==> config.mk <==
export PLATFORM = sky130hd
export DESIGN_NAME = planar_pose_dead_reckoning
export DESIGN_NICKNAME = d
export VERILOG_FILES = /design/src/sv/ppdr_pkg.sv /design/src/sv/ppdr_ctrl.sv /design/src/sv/ppdr_datapath.sv /design/src/sv/planar_pose_dead_reckoning.sv
export SDC_FILE = /design/constraint.sdc
export NUM_CORES = 2
export LEC_CHECK = 0
export BUFFER_PORTS_ARGS = -buffer_cell sky130_fd_sc_hd__buf_2
export CAP_MARGIN = 20
export CORE_MARGIN = 4
export CORE_UTILIZATION = 55
export DETAILED_ROUTE_END_ITERATION = 10
export HOLD_SLACK_MARGIN = 0.06
export PLACE_DENSITY = 0.72
export SLEW_MARGIN = 10
export SYNTH_ARGS = -nofsm -noshare
export SYNTH_HDL_FRONTEND = slang
export SYNTH_SLANG_ARGS = --single-unit
==> constraint.sdc <==
create_clock -name aclk -period 14.6 [get_ports aclk]
set_clock_uncertainty 0.2 [all_clocks]
set_input_delay 0.73 -clock aclk [delete_from_list [all_inputs] [get_ports aclk]]
set_output_delay 0.73 -clock aclk [all_outputs]
set_load 0.01 [all_outputs]
==> src/sv/ppdr_pkg.sv <==
package ppdr_pkg;

    // Configuration of the pose arithmetic
    localparam int CORDIC_ITERATIONS = 16;
    localparam int POS_FRAC_BITS     = 16;

    localparam int ATAN_ENTRIES = 24;
    localparam int ATAN_IDX_W   = 5;
    localparam int ITERS        = (CORDIC_ITERATIONS < ATAN_ENTRIES) ? CORDIC_ITERATIONS
                                                                     : ATAN_ENTRIES;
    localparam int ITER_W       = (ITERS > 1) ? $clog2(ITERS) : 1;

    // Field widths
    localparam int POS_W  = 32;
    localparam int HEAD_W = 16;
    localparam int FWD_W  = 24;
    localparam int TURN_W = 16;

    // Datapath widths
    localparam int FWD_FRAC  = 16;
    localparam int TRIG_FRAC = 30;
    localparam int TRIG_W    = 34;
    localparam int ANG_W     = 33;
    localparam int PROD_W    = FWD_W + TRIG_W;
    localparam int SH        = FWD_FRAC + TRIG_FRAC - POS_FRAC_BITS;
    localparam int D_W       = PROD_W - SH;
    localparam int SUM_W     = ((D_W > POS_W) ? D_W : POS_W) + 1;

    localparam logic signed [TRIG_W-1:0] INV_GAIN = TRIG_W'(32'h26DD3B6A);

    // Stream packing
    localparam int S_TDATA_W = 120;
    localparam int M_TDATA_W = 80;

    typedef enum logic [2:0] {
        ST_IDLE,
        ST_CINIT,
        ST_CROT,
        ST_MULX,
        ST_ACCX,
        ST_MULY,
        ST_ACCY,
        ST_DONE
    } state_t;

    typedef struct packed {
        logic              capture;
        logic              cinit;
        logic              crot;
        logic [ITER_W-1:0] iter;
        logic              mul;
        logic              acc;
        logic              axis_y;
        logic              out_load;
    } cmd_t;

    // Arctangent of 2^-i, 2^32 units per circle
    function automatic logic signed [ANG_W-1:0] atan_entry(input logic [ATAN_IDX_W-1:0] i);
        logic [31:0] v;
        case (i)
            5'd0:    v = 32'h20000000;
            5'd1:    v = 32'h12E4051D;
            5'd2:    v = 32'h09FB385B;
            5'd3:    v = 32'h051111D4;
            5'd4:    v = 32'h028B0D43;
            5'd5:    v = 32'h0145D7E1;
            5'd6:    v = 32'h00A2F61E;
            5'd7:    v = 32'h00517C55;
            5'd8:    v = 32'h0028BE53;
            5'd9:    v = 32'h00145F2E;
            5'd10:   v = 32'h000A2F98;
            5'd11:   v = 32'h000517CC;
            5'd12:   v = 32'h00028BE6;
            5'd13:   v = 32'h000145F3;
            5'd14:   v = 32'h0000A2FA;
            5'd15:   v = 32'h0000517D;
            5'd16:   v = 32'h000028BE;
            5'd17:   v = 32'h0000145F;
            5'd18:   v = 32'h00000A30;
            5'd19:   v = 32'h00000518;
            5'd20:   v = 32'h0000028C;
            5'd21:   v = 32'h00000146;
            5'd22:   v = 32'h000000A3;
            5'd23:   v = 32'h00000051;
            default: v = 32'h00000000;
        endcase
        return ANG_W'(v);
    endfunction

endpackage

==> src/sv/ppdr_ctrl.sv <==
module ppdr_ctrl (
    input  logic          aclk,
    input  logic          aresetn,
    input  logic          s_valid,
    input  logic          s_mode,
    output logic          s_ready,
    input  logic          m_ready,
    output logic          m_valid,
    output ppdr_pkg::cmd_t cmd
);

    ppdr_pkg::state_t state_reg, state_next;
    logic [ppdr_pkg::ITER_W-1:0] iter_reg, iter_next;
    logic out_valid_reg, out_valid_next;

    // State, iteration counter and output valid
    always_ff @(posedge aclk) begin
        if (!aresetn) begin
            state_reg     <= ppdr_pkg::ST_IDLE;
            iter_reg      <= '0;
            out_valid_reg <= 1'b0;
        end else begin
            state_reg     <= state_next;
            iter_reg      <= iter_next;
            out_valid_reg <= out_valid_next;
        end
    end

    // Sequence one transaction through the datapath
    always_comb begin
        state_next = state_reg;
        iter_next  = iter_reg;
        s_ready    = 1'b0;
        cmd        = '0;
        cmd.iter   = iter_reg;
        unique case (state_reg)
            ppdr_pkg::ST_IDLE: begin
                s_ready = 1'b1;
                if (s_valid) begin
                    cmd.capture = 1'b1;
                    state_next  = s_mode ? ppdr_pkg::ST_DONE : ppdr_pkg::ST_CINIT;
                end
            end
            ppdr_pkg::ST_CINIT: begin
                cmd.cinit  = 1'b1;
                iter_next  = '0;
                state_next = ppdr_pkg::ST_CROT;
            end
            ppdr_pkg::ST_CROT: begin
                cmd.crot = 1'b1;
                if (iter_reg == ppdr_pkg::ITER_W'(ppdr_pkg::ITERS - 1)) begin
                    state_next = ppdr_pkg::ST_MULX;
                end else begin
                    iter_next = iter_reg + 1'b1;
                end
            end
            ppdr_pkg::ST_MULX: begin
                cmd.mul    = 1'b1;
                state_next = ppdr_pkg::ST_ACCX;
            end
            ppdr_pkg::ST_ACCX: begin
                cmd.acc    = 1'b1;
                state_next = ppdr_pkg::ST_MULY;
            end
            ppdr_pkg::ST_MULY: begin
                cmd.mul    = 1'b1;
                cmd.axis_y = 1'b1;
                state_next = ppdr_pkg::ST_ACCY;
            end
            ppdr_pkg::ST_ACCY: begin
                cmd.acc    = 1'b1;
                cmd.axis_y = 1'b1;
                state_next = ppdr_pkg::ST_DONE;
            end
            ppdr_pkg::ST_DONE: begin
                if (!out_valid_reg || m_ready) begin
                    cmd.out_load = 1'b1;
                    state_next   = ppdr_pkg::ST_IDLE;
                end
            end
            default: begin
                state_next = ppdr_pkg::ST_IDLE;
            end
        endcase
    end

    // Hold the result until the downstream side takes it
    always_comb begin
        if (cmd.out_load) begin
            out_valid_next = 1'b1;
        end else if (m_ready) begin
            out_valid_next = 1'b0;
        end else begin
            out_valid_next = out_valid_reg;
        end
    end

    assign m_valid = out_valid_reg;

    a_setpose_skips_cordic: assert property (@(posedge aclk) disable iff (!aresetn)
        cmd.capture && s_mode |=> state_reg == ppdr_pkg::ST_DONE)
        else $error("set pose did not go straight to output");

    a_iter_in_range: assert property (@(posedge aclk) disable iff (!aresetn)
        state_reg == ppdr_pkg::ST_CROT |->
            iter_reg <= ppdr_pkg::ITER_W'(ppdr_pkg::ITERS - 1))
        else $error("CORDIC iteration count overran");

    a_no_result_overwrite: assert property (@(posedge aclk) disable iff (!aresetn)
        cmd.out_load |-> !out_valid_reg || m_ready)
        else $error("pending result overwritten");

    a_y_then_done: assert property (@(posedge aclk) disable iff (!aresetn)
        state_reg == ppdr_pkg::ST_ACCY |=> state_reg == ppdr_pkg::ST_DONE)
        else $error("y update not followed by output");

endmodule

==> src/sv/ppdr_datapath.sv <==
module ppdr_datapath (
    input  logic                                aclk,
    input  logic                                aresetn,
    input  ppdr_pkg::cmd_t                      cmd,
    input  logic                                s_mode,
    input  logic signed [ppdr_pkg::POS_W-1:0]   s_pos_x,
    input  logic signed [ppdr_pkg::POS_W-1:0]   s_pos_y,
    input  logic [ppdr_pkg::HEAD_W-1:0]         s_heading,
    input  logic signed [ppdr_pkg::FWD_W-1:0]   s_forward,
    input  logic signed [ppdr_pkg::TURN_W-1:0]  s_turn,
    output logic signed [ppdr_pkg::POS_W-1:0]   out_x,
    output logic signed [ppdr_pkg::POS_W-1:0]   out_y,
    output logic [ppdr_pkg::HEAD_W-1:0]         out_heading,
    output logic                                saturated
);

    // Pose state
    logic signed [ppdr_pkg::POS_W-1:0]  x_pos_reg, y_pos_reg;
    logic [ppdr_pkg::HEAD_W-1:0]        head_reg;
    logic                               sat_reg;

    // Working registers
    logic signed [ppdr_pkg::FWD_W-1:0]  fwd_reg;
    logic signed [ppdr_pkg::TRIG_W-1:0] cx_reg, cy_reg;
    logic signed [ppdr_pkg::ANG_W-1:0]  cz_reg;
    logic                               flip_reg;
    logic signed [ppdr_pkg::PROD_W-1:0] prod_reg;

    // Output registers
    logic signed [ppdr_pkg::POS_W-1:0]  out_x_reg, out_y_reg;
    logic [ppdr_pkg::HEAD_W-1:0]        out_head_reg;
    logic                               out_sat_reg;

    logic                               flip_c;
    logic [ppdr_pkg::HEAD_W-1:0]        fold_c;
    logic signed [ppdr_pkg::TRIG_W-1:0] dx_c, dy_c, trig_c, trig_f_c;
    logic signed [ppdr_pkg::ANG_W-1:0]  atan_c;
    logic signed [ppdr_pkg::PROD_W-1:0] rsum_c;
    logic signed [ppdr_pkg::D_W-1:0]    d_c;
    logic signed [ppdr_pkg::POS_W-1:0]  pos_c, pos_new_c;
    logic signed [ppdr_pkg::SUM_W-1:0]  sum_c;
    logic                               sat_hi_c, sat_lo_c;

    // Fold heading into the right half plane
    assign flip_c = head_reg[ppdr_pkg::HEAD_W-1] ^ head_reg[ppdr_pkg::HEAD_W-2];
    assign fold_c = {head_reg[ppdr_pkg::HEAD_W-1] ^ flip_c, head_reg[ppdr_pkg::HEAD_W-2:0]};

    // One CORDIC rotation
    assign dx_c   = cy_reg >>> cmd.iter;
    assign dy_c   = cx_reg >>> cmd.iter;
    assign atan_c = ppdr_pkg::atan_entry(ppdr_pkg::ATAN_IDX_W'(cmd.iter));

    // Select and unfold the trig value
    assign trig_c   = cmd.axis_y ? cy_reg : cx_reg;
    assign trig_f_c = flip_reg ? -trig_c : trig_c;

    // Round the step, add and saturate
    assign rsum_c = prod_reg + (ppdr_pkg::PROD_W'(1) <<< (ppdr_pkg::SH - 1));
    assign d_c    = rsum_c[ppdr_pkg::PROD_W-1:ppdr_pkg::SH];
    assign pos_c  = cmd.axis_y ? y_pos_reg : x_pos_reg;
    assign sum_c  = ppdr_pkg::SUM_W'(pos_c) + ppdr_pkg::SUM_W'(d_c);
    assign sat_hi_c = !sum_c[ppdr_pkg::SUM_W-1] &&
                      (|sum_c[ppdr_pkg::SUM_W-2:ppdr_pkg::POS_W-1]);
    assign sat_lo_c = sum_c[ppdr_pkg::SUM_W-1] &&
                      !(&sum_c[ppdr_pkg::SUM_W-2:ppdr_pkg::POS_W-1]);

    always_comb begin
        if (sat_hi_c) begin
            pos_new_c = {1'b0, {(ppdr_pkg::POS_W-1){1'b1}}};
        end else if (sat_lo_c) begin
            pos_new_c = {1'b1, {(ppdr_pkg::POS_W-1){1'b0}}};
        end else begin
            pos_new_c = sum_c[ppdr_pkg::POS_W-1:0];
        end
    end

    // Pose state updates
    always_ff @(posedge aclk) begin
        if (!aresetn) begin
            x_pos_reg <= '0;
            y_pos_reg <= '0;
            head_reg  <= '0;
            sat_reg   <= 1'b0;
        end else begin
            if (cmd.capture) begin
                sat_reg <= 1'b0;
                if (s_mode) begin
                    x_pos_reg <= s_pos_x;
                    y_pos_reg <= s_pos_y;
                    head_reg  <= s_heading;
                end else begin
                    head_reg <= head_reg + s_turn;
                end
            end
            if (cmd.acc) begin
                if (cmd.axis_y) begin
                    y_pos_reg <= pos_new_c;
                end else begin
                    x_pos_reg <= pos_new_c;
                end
                sat_reg <= sat_reg | sat_hi_c | sat_lo_c;
            end
        end
    end

    // CORDIC and multiplier registers
    always_ff @(posedge aclk) begin
        if (cmd.capture) begin
            fwd_reg <= s_forward;
        end
        if (cmd.cinit) begin
            flip_reg <= flip_c;
            cx_reg   <= ppdr_pkg::INV_GAIN;
            cy_reg   <= '0;
            cz_reg   <= {{(ppdr_pkg::ANG_W-32){fold_c[ppdr_pkg::HEAD_W-1]}}, fold_c, 16'h0000};
        end else if (cmd.crot) begin
            if (!cz_reg[ppdr_pkg::ANG_W-1]) begin
                cx_reg <= cx_reg - dx_c;
                cy_reg <= cy_reg + dy_c;
                cz_reg <= cz_reg - atan_c;
            end else begin
                cx_reg <= cx_reg + dx_c;
                cy_reg <= cy_reg - dy_c;
                cz_reg <= cz_reg + atan_c;
            end
        end
        if (cmd.mul) begin
            prod_reg <= fwd_reg * trig_f_c;
        end
    end

    // Output register
    always_ff @(posedge aclk) begin
        if (cmd.out_load) begin
            out_x_reg    <= x_pos_reg;
            out_y_reg    <= y_pos_reg;
            out_head_reg <= head_reg;
            out_sat_reg  <= sat_reg;
        end
    end

    assign out_x       = out_x_reg;
    assign out_y       = out_y_reg;
    assign out_heading = out_head_reg;
    assign saturated   = out_sat_reg;

    a_setpose_clears_sat: assert property (@(posedge aclk) disable iff (!aresetn)
        cmd.capture && s_mode |=> !sat_reg)
        else $error("saturation flag set after set pose");

    a_turn_wraps: assert property (@(posedge aclk) disable iff (!aresetn)
        cmd.capture && !s_mode |=>
            head_reg == ppdr_pkg::HEAD_W'($past(head_reg) + $past(s_turn)))
        else $error("heading update wrong");

endmodule

==> src/sv/planar_pose_dead_reckoning.sv <==
// Planar pose dead reckoning: keeps x, y (signed Q16.16) and a 16-bit binary heading.
// A set-pose transaction (tuser = 1) loads the pose and goes straight to the output
// register. A move transaction (tuser = 0) adds the turn to the heading, then runs
// an iterative CORDIC (one rotation per cycle) and a shared multiplier that scales
// the forward distance by cos and then sin before each saturating add. In both cases
// the next transaction can be accepted in the same cycle as the result appears. A
// finished transaction whose predecessor still waits in the output register holds
// until the downstream side takes that result. One transaction is in work at a time;
// a new one is accepted while the previous result still waits in the output register.
// Each transaction gives exactly one result.
module planar_pose_dead_reckoning (
    input  logic                               aclk,
    input  logic                               aresetn,
    input  logic                               s_axis_tvalid,
    output logic                               s_axis_tready,
    // pos_x[31:0], pos_y[63:32], heading[79:64], forward[103:80], turn[119:104]
    input  logic [ppdr_pkg::S_TDATA_W-1:0]     s_axis_tdata,
    // mode[0]
    input  logic                               s_axis_tuser,
    output logic                               m_axis_tvalid,
    input  logic                               m_axis_tready,
    // out_x[31:0], out_y[63:32], out_heading[79:64]
    output logic [ppdr_pkg::M_TDATA_W-1:0]     m_axis_tdata,
    // saturated[0]
    output logic                               m_axis_tuser
);

    ppdr_pkg::cmd_t cmd;

    logic signed [ppdr_pkg::POS_W-1:0] out_x, out_y;
    logic [ppdr_pkg::HEAD_W-1:0]       out_heading;
    logic                              saturated;

    // Sequencer
    ppdr_ctrl u_ctrl (
        .aclk    (aclk),
        .aresetn (aresetn),
        .s_valid (s_axis_tvalid),
        .s_mode  (s_axis_tuser),
        .s_ready (s_axis_tready),
        .m_ready (m_axis_tready),
        .m_valid (m_axis_tvalid),
        .cmd     (cmd)
    );

    // Pose arithmetic
    ppdr_datapath u_datapath (
        .aclk        (aclk),
        .aresetn     (aresetn),
        .cmd         (cmd),
        .s_mode      (s_axis_tuser),
        .s_pos_x     (s_axis_tdata[31:0]),
        .s_pos_y     (s_axis_tdata[63:32]),
        .s_heading   (s_axis_tdata[79:64]),
        .s_forward   (s_axis_tdata[103:80]),
        .s_turn      (s_axis_tdata[119:104]),
        .out_x       (out_x),
        .out_y       (out_y),
        .out_heading (out_heading),
        .saturated   (saturated)
    );

    assign m_axis_tdata = {out_heading, out_y, out_x};
    assign m_axis_tuser = saturated;

endmodule
# Yosys cells after proc, flatten, opt, wreduce, memory -nomap -nowiden
# Memories as Yosys holds them, arrays and structs flattened. A register that Yosys moved wholly into a read port is not among the register bits.
# Cells that the tools add are included.
[word_totals]
ff_bits = 354
romBits = 480
input_bits = 125
out_inout_bits = 83
mem_count = 1
[op_classes]
n_addsub = 11
multipliers = 1
eq_ne = 12
shift = 2
n_mux = 42
n_bitwise = 4
n_reduce_logical = 16
[memory_table]
columns = ["memory", "depth", "width", "read_ports", "rd_clocked_by_memory_dff", "wr", "line_no", "source"]
rows = [
  ["(name not given)", 16, 30, 1, 1, 0, "ppdr_pkg.sv:60", "case (i)"],
]
[op_table]
columns = ["operator", "n"]
rows = [
  ["two-way mux 32 bit", 11],
  ["two-way mux 34 bit", 4],
  ["two-way mux 33 bit", 3],
  ["adder 34 bit", 2],
  [">>> shifter 34 x 4 -> 34 bit", 2],
  ["subtractor 34 bit", 2],
  ["adder 58 x 31 -> 58 bit, second input constant", 1],
  ["multiplier 24 x 34 -> 58 bit", 1],
  ["negation 34 bit", 1],
  ["adder 32 x 28 -> 33 bit", 1],
  ["adder 33 bit", 1],
  ["subtractor 33 bit", 1],
  ["one-hot mux 3 bit (8 select lines)", 1],
  ["adder 16 bit", 1],
  ["two-way mux 16 bit", 1],
  ["two-way mux 1 bit", 14],
  ["equality test 3 bit, second input constant", 4],
  ["two-way mux 3 bit", 4],
  ["two-way mux 4 bit", 3],
  ["one-hot mux 4 bit (2 select lines)", 1],
  ["nonzero test 2 bit", 4],
  ["equality test 3 x 2 -> 1 bit, second input constant", 2],
  ["OR reduction 2 bit", 3],
  ["adder 4 x 1 -> 4 bit, second input constant", 1],
  ["other kinds (12)", 19],
]

# Longest topological paths before layout
[logic_depth]
depth_word = 11
mapped_depth = 39

# Hierarchy
# A second synthesis with hierarchy kept.
[hier_totals]
hier_cells = 5983
area_unflattened_um2 = 54098.1
[by_module_without_submodules]
columns = ["module", "instances", "cells_each", "area_each_um2", "seq_area_each_um2"]
rows = [
  ["ppdr_datapath", 1, 5919, 53560.1, 7867.5],
  ["ppdr_ctrl", 1, 64, 538.0, 160.2],
]

# Worst setup path before layout
# Ideal clock, no wire load.
[synth_path]
path_type = "register to register"
startpoint = "register u_ctrl.state_reg[0]"
endpoint = "register u_datapath.prod_reg[56] in the netlist's numbering, data pin"
arrival_time_ns = 9.510
slack_ns = 4.632
stages_incl_launch_ff = 35
period_less_slack_ns = 9.968
cell_sequence = "dfxtp_1 xor2_2 and2_0 clkbuf_1 buf_2 clkbuf_1 buf_2 buf_2 mux2i_1 nand3_1 o21ai_1 xor2_1 clkbuf_1 nand2_1 fa_1 inv_1 fa_1 inv_1 fa_1 inv_1 fa_1 fa_1 fa_1 inv_1 fa_1 inv_1 ha_1 nand2_1 or3_1 or3_1 o31ai_1 a21oi_1 o211ai_1 a21oi_1 xnor2_1"
[synth_between]
elab_chain_cells = 7
elab_cells_between_ends = 8
[synth_rtl]
columns = ["item", "line_no", "source"]
rows = [
  ["start: declaration", "ppdr_ctrl.sv:12", "ppdr_pkg::state_t state_reg, state_next;"],
  ["start signal: assignment", "ppdr_ctrl.sv:19", "state_reg <= ppdr_pkg::ST_IDLE;"],
  ["start signal: assignment", "ppdr_ctrl.sv:23", "state_reg <= state_next;"],
  ["equality test 3 bit", "ppdr_ctrl.sv:36", "unique case (state_reg)"],
  ["OR reduction 2 bit (no source line) *", "--", ""],
  ["two-way mux 1 bit *", "ppdr_ctrl.sv:36", ""],
  ["two-way mux 34 bit *", "ppdr_datapath.sv:54", "assign trig_c = cmd.axis_y ? cy_reg : cx_reg;"],
  ["negation 34 bit", "ppdr_datapath.sv:55", "assign trig_f_c = flip_reg ? -trig_c : trig_c;"],
  ["two-way mux 34 bit *", "ppdr_datapath.sv:55", ""],
  ["multiplier 24 x 34 -> 58 bit *", "ppdr_datapath.sv:128", "prod_reg <= fwd_reg * trig_f_c;"],
  ["end signal: assignment", "ppdr_datapath.sv:128", ""],
  ["end: declaration", "ppdr_datapath.sv:27", "logic signed [ppdr_pkg::PROD_W-1:0] prod_reg;"],
]
# Every way passes the cells marked *; elsewhere a longest branch is shown, timed or not.
# A chain may end at the register's enable or synchronous reset.

# Worst setup path after layout
[layout_path]
startpoint = "register u_ctrl.state_reg[1]"
endpoint = "register u_datapath.prod_reg[51] in the netlist's numbering, data pin"
# The elaborated chain is that of the path after synthesis.

==> results.sh <==
export IMPL_status="finished, final reports clean"
export IMPL_grt_pass1_wl_um=247100
export IMPL_syn_num_nets=7476
export IMPL_rsz0062_at_grt="no"
export IMPL_syn_to_final_growth_pct=7.213
export IMPL_start_util_pct=55.60
export IMPL_crit_type="reg2reg"
export IMPL_viasPerCell=5.892
export IMPL_placement_rows=115
export IMPL_cpPeakStageDelay_ns=0.82
export IMPL_die_y_um=323.9
export IMPL_ant_nets=0
export IMPL_drv_cap=0
export IMPL_setup_viol=0
export IMPL_synth_area_top_cells="fa_1 (30%), edfxtp_1 (8.3%), dfxtp_1 (7.4%)"
export IMPL_htreeDepth=2
export IMPL_totalWireLength_um=155100
export IMPL_cp_arrival_ns=12.35
export IMPL_cts_path_max_buffers=3
export IMPL_die_w_um=323.9
export IMPL_setup_tns_ns=0
export IMPL_n_antenna_cell=0
export IMPL_grt_usage_pct=29.95
export IMPL_syn_area_um2=54880
export IMPL_dieArea_um2=104900
export IMPL_postLayoutSetupSlackWorst_ns=2.482
export IMPL_dp_slack_ns=2.650
export IMPL_rr_worst_depth=30
export IMPL_num_vias=44510
export IMPL_hpwl_um=117500
export IMPL_nets=7495
export IMPL_drc=0
export IMPL_path_clk_slew_ns=0.06
export IMPL_grt_pass1_vias=44980
export IMPL_relSlewSlack_pct=24.70
export IMPL_tightest_slew_ns=1.129
export IMPL_synthMostInstantiatedCell="nand2_1"
export IMPL_fin_crit_ns=12.12
export IMPL_hp_class="in2reg"
export IMPL_path_max_fanout=36
export IMPL_slew_violations=0
export IMPL_yosys_register_bits=355
export IMPL_cts_made_buffers=43
export IMPL_synth_cells=6212
export IMPL_cts_tree="yes"
export IMPL_routedWlPerCell_um=20.53
export IMPL_gp_congestion=0.9539
export IMPL_cp_slowest_cell="xor2_2"
export IMPL_synth_async_reset_ratio_pct=0
export IMPL_cp_required_ns=14.83
export IMPL_yosysTopAreaCell="fa_1"
export IMPL_whs_path_depth=1
export IMPL_drt_initial_drc_count=3874
export IMPL_dr_pass1_iters=6
export IMPL_ff2ff_setup_slack_ns=2.48
export IMPL_end_kind="flip-flop"
export IMPL_start_kind="flip-flop"
export IMPL_r2r_start="u_ctrl.state_reg[1]"
export IMPL_port_buffers=207
export IMPL_layout_drive_gt1_share_pct=8.363
export IMPL_postCtsResizedCells=0
export IMPL_avgSynthCellArea_um2=8.835
export IMPL_cp_common_cell="fa_1"
export IMPL_reg2reg_to="u_datapath.prod_reg[51]"
export IMPL_post_cts_setup_buffer_count=0
export IMPL_yosys_warnings=0
export IMPL_synth_top_flop_cell="dfxtp_1"
export IMPL_synth_edf_count=152
export IMPL_seq_area_frac_synth_pct=15.72
export IMPL_cts_hold_buf=11
export IMPL_min_period_over_period_pct=83.00
export IMPL_hold_start="s_axis_tdata[103]"
export IMPL_hold_viol_final=0
export IMPL_ios=208
export IMPL_antenna_found_initial=2
export IMPL_cts_sinks=355
export IMPL_grt_overflow_total=0
export IMPL_cts_root_buf="clkbuf_16"
export IMPL_hold_path_endpoint="u_datapath.fwd_reg[23]"
export IMPL_synth_cell_types=100
export IMPL_utilization_pct=59.61
export IMPL_clk_latency_ns=0.63
export IMPL_synth_top_area_share_pct=30.31
export IMPL_grt_start_max_net_pins=89
export IMPL_clock_fmax_mhz=82.52
export IMPL_core_um2=98710
export IMPL_synth_commonest_cells="nand2_1 (1031), inv_1 (884), fa_1 (831)"
==> cell usage in the layout, fill, tap and decap left out, types with 81 or more instances in the layout <==
cell / synthesis / layout
o21ai_0: 187 / 187
xnor2_1: 178 / 170
nor2_1: 234 / 231
a21oi_1: 295 / 295
inv_1: 884 / 882
fa_1: 831 / 831
dfxtp_1: 203 / 199
and2_1: 412 / 411
ha_1: 308 / 308
buf_2: 22 / 207
a21o_1: 81 / 81
xor2_1: 134 / 110
nand2_1: 1031 / 1028
edfxtp_1: 152 / 152
mux2i_1: 88 / 88
nand3_1: 131 / 131
==> stage by stage <==
| step | hold WS, ns | cells | cell area [um^2] |
|---|---|---|---|
| after global routing | 0.06567 | 7553 | 58840 |
| final | 0.1035 | 7553 | 58840 |
| after floorplan | 0.2081 | 6212 | 54880 |
| after global placement | 0.2250 | 7461 | 57190 |
| after CTS | 0.06053 | 7552 | 58820 |
| after detailed placement | 0.2315 | 7461 | 57190 |
==> layout make-up <==
class                           instances  area (um^2)
Multi-Input combinational cell       4645        41980
Timing Repair Buffer                  299         1767
Clock inverter                         23        300.3
Clock buffer                           57         1220
Sequential cell                       355         8638
Fill cell                            8419        39870
Inverter                              887         3329
Tap cell                             1287         1610
==> how the worst max path moves through the flow <==
stage	start	endpoint	cells past startpoint
after floorplan	u_ctrl.state_reg[0]	u_datapath.prod_reg[56]	34
after global placement	u_ctrl.state_reg[1]	u_datapath.prod_reg[56]	30
after detailed placement	u_ctrl.state_reg[1]	u_datapath.prod_reg[56]	33
after CTS	u_ctrl.state_reg[1]	u_datapath.prod_reg[51]	30
after global routing	u_ctrl.state_reg[1]	u_datapath.prod_reg[56]	33
final	u_ctrl.state_reg[1]	u_datapath.prod_reg[51]	30
==> critical path, delay by kind of cell, from the launching register on <==
kind	cells	cell delay, ns
AND/OR/NAND/NOR	7	2.34
multiplexers	1	0.53
buffers and inverters	4	0.45
AO/OA/AOI/OAI	8	2.59
XOR/XNOR	2	1.20
flip-flops	1	0.76
adder cells (fa/ha/maj)	8	3.83
==> logic make-up (layout without fill, tap and decap cells) <==
logic type,count (synthesis),in the layout,share of synthesized area [%]
and+or+nand+nor,2110,2110,18.06
buffers and inverters,1212,1266,8.440
adders and majority gates,1139,1139,37.33
AOI/OAI and AO/OA,903,903,10.46
DFF,355,355,15.72
xor gates and xnor gates,313,313,5.009
muxes,180,180,4.970
==> routing by layer <==
metal / vias to the layer above / global-route usage [%] / part of all wire, %
met5: - / 0 / 0.012
met4: 2 / 12.19 / 4.7
met3: 425 / 5.010 / 8.7
met2: 2041 / 48.82 / 46
met1: 21960 / 40.13 / 41
li1: 20080 / - / -
Power is left out: the tool's default activity adds up to more than one toggle a clock period on the data nets, which glitch-free logic cannot reach.
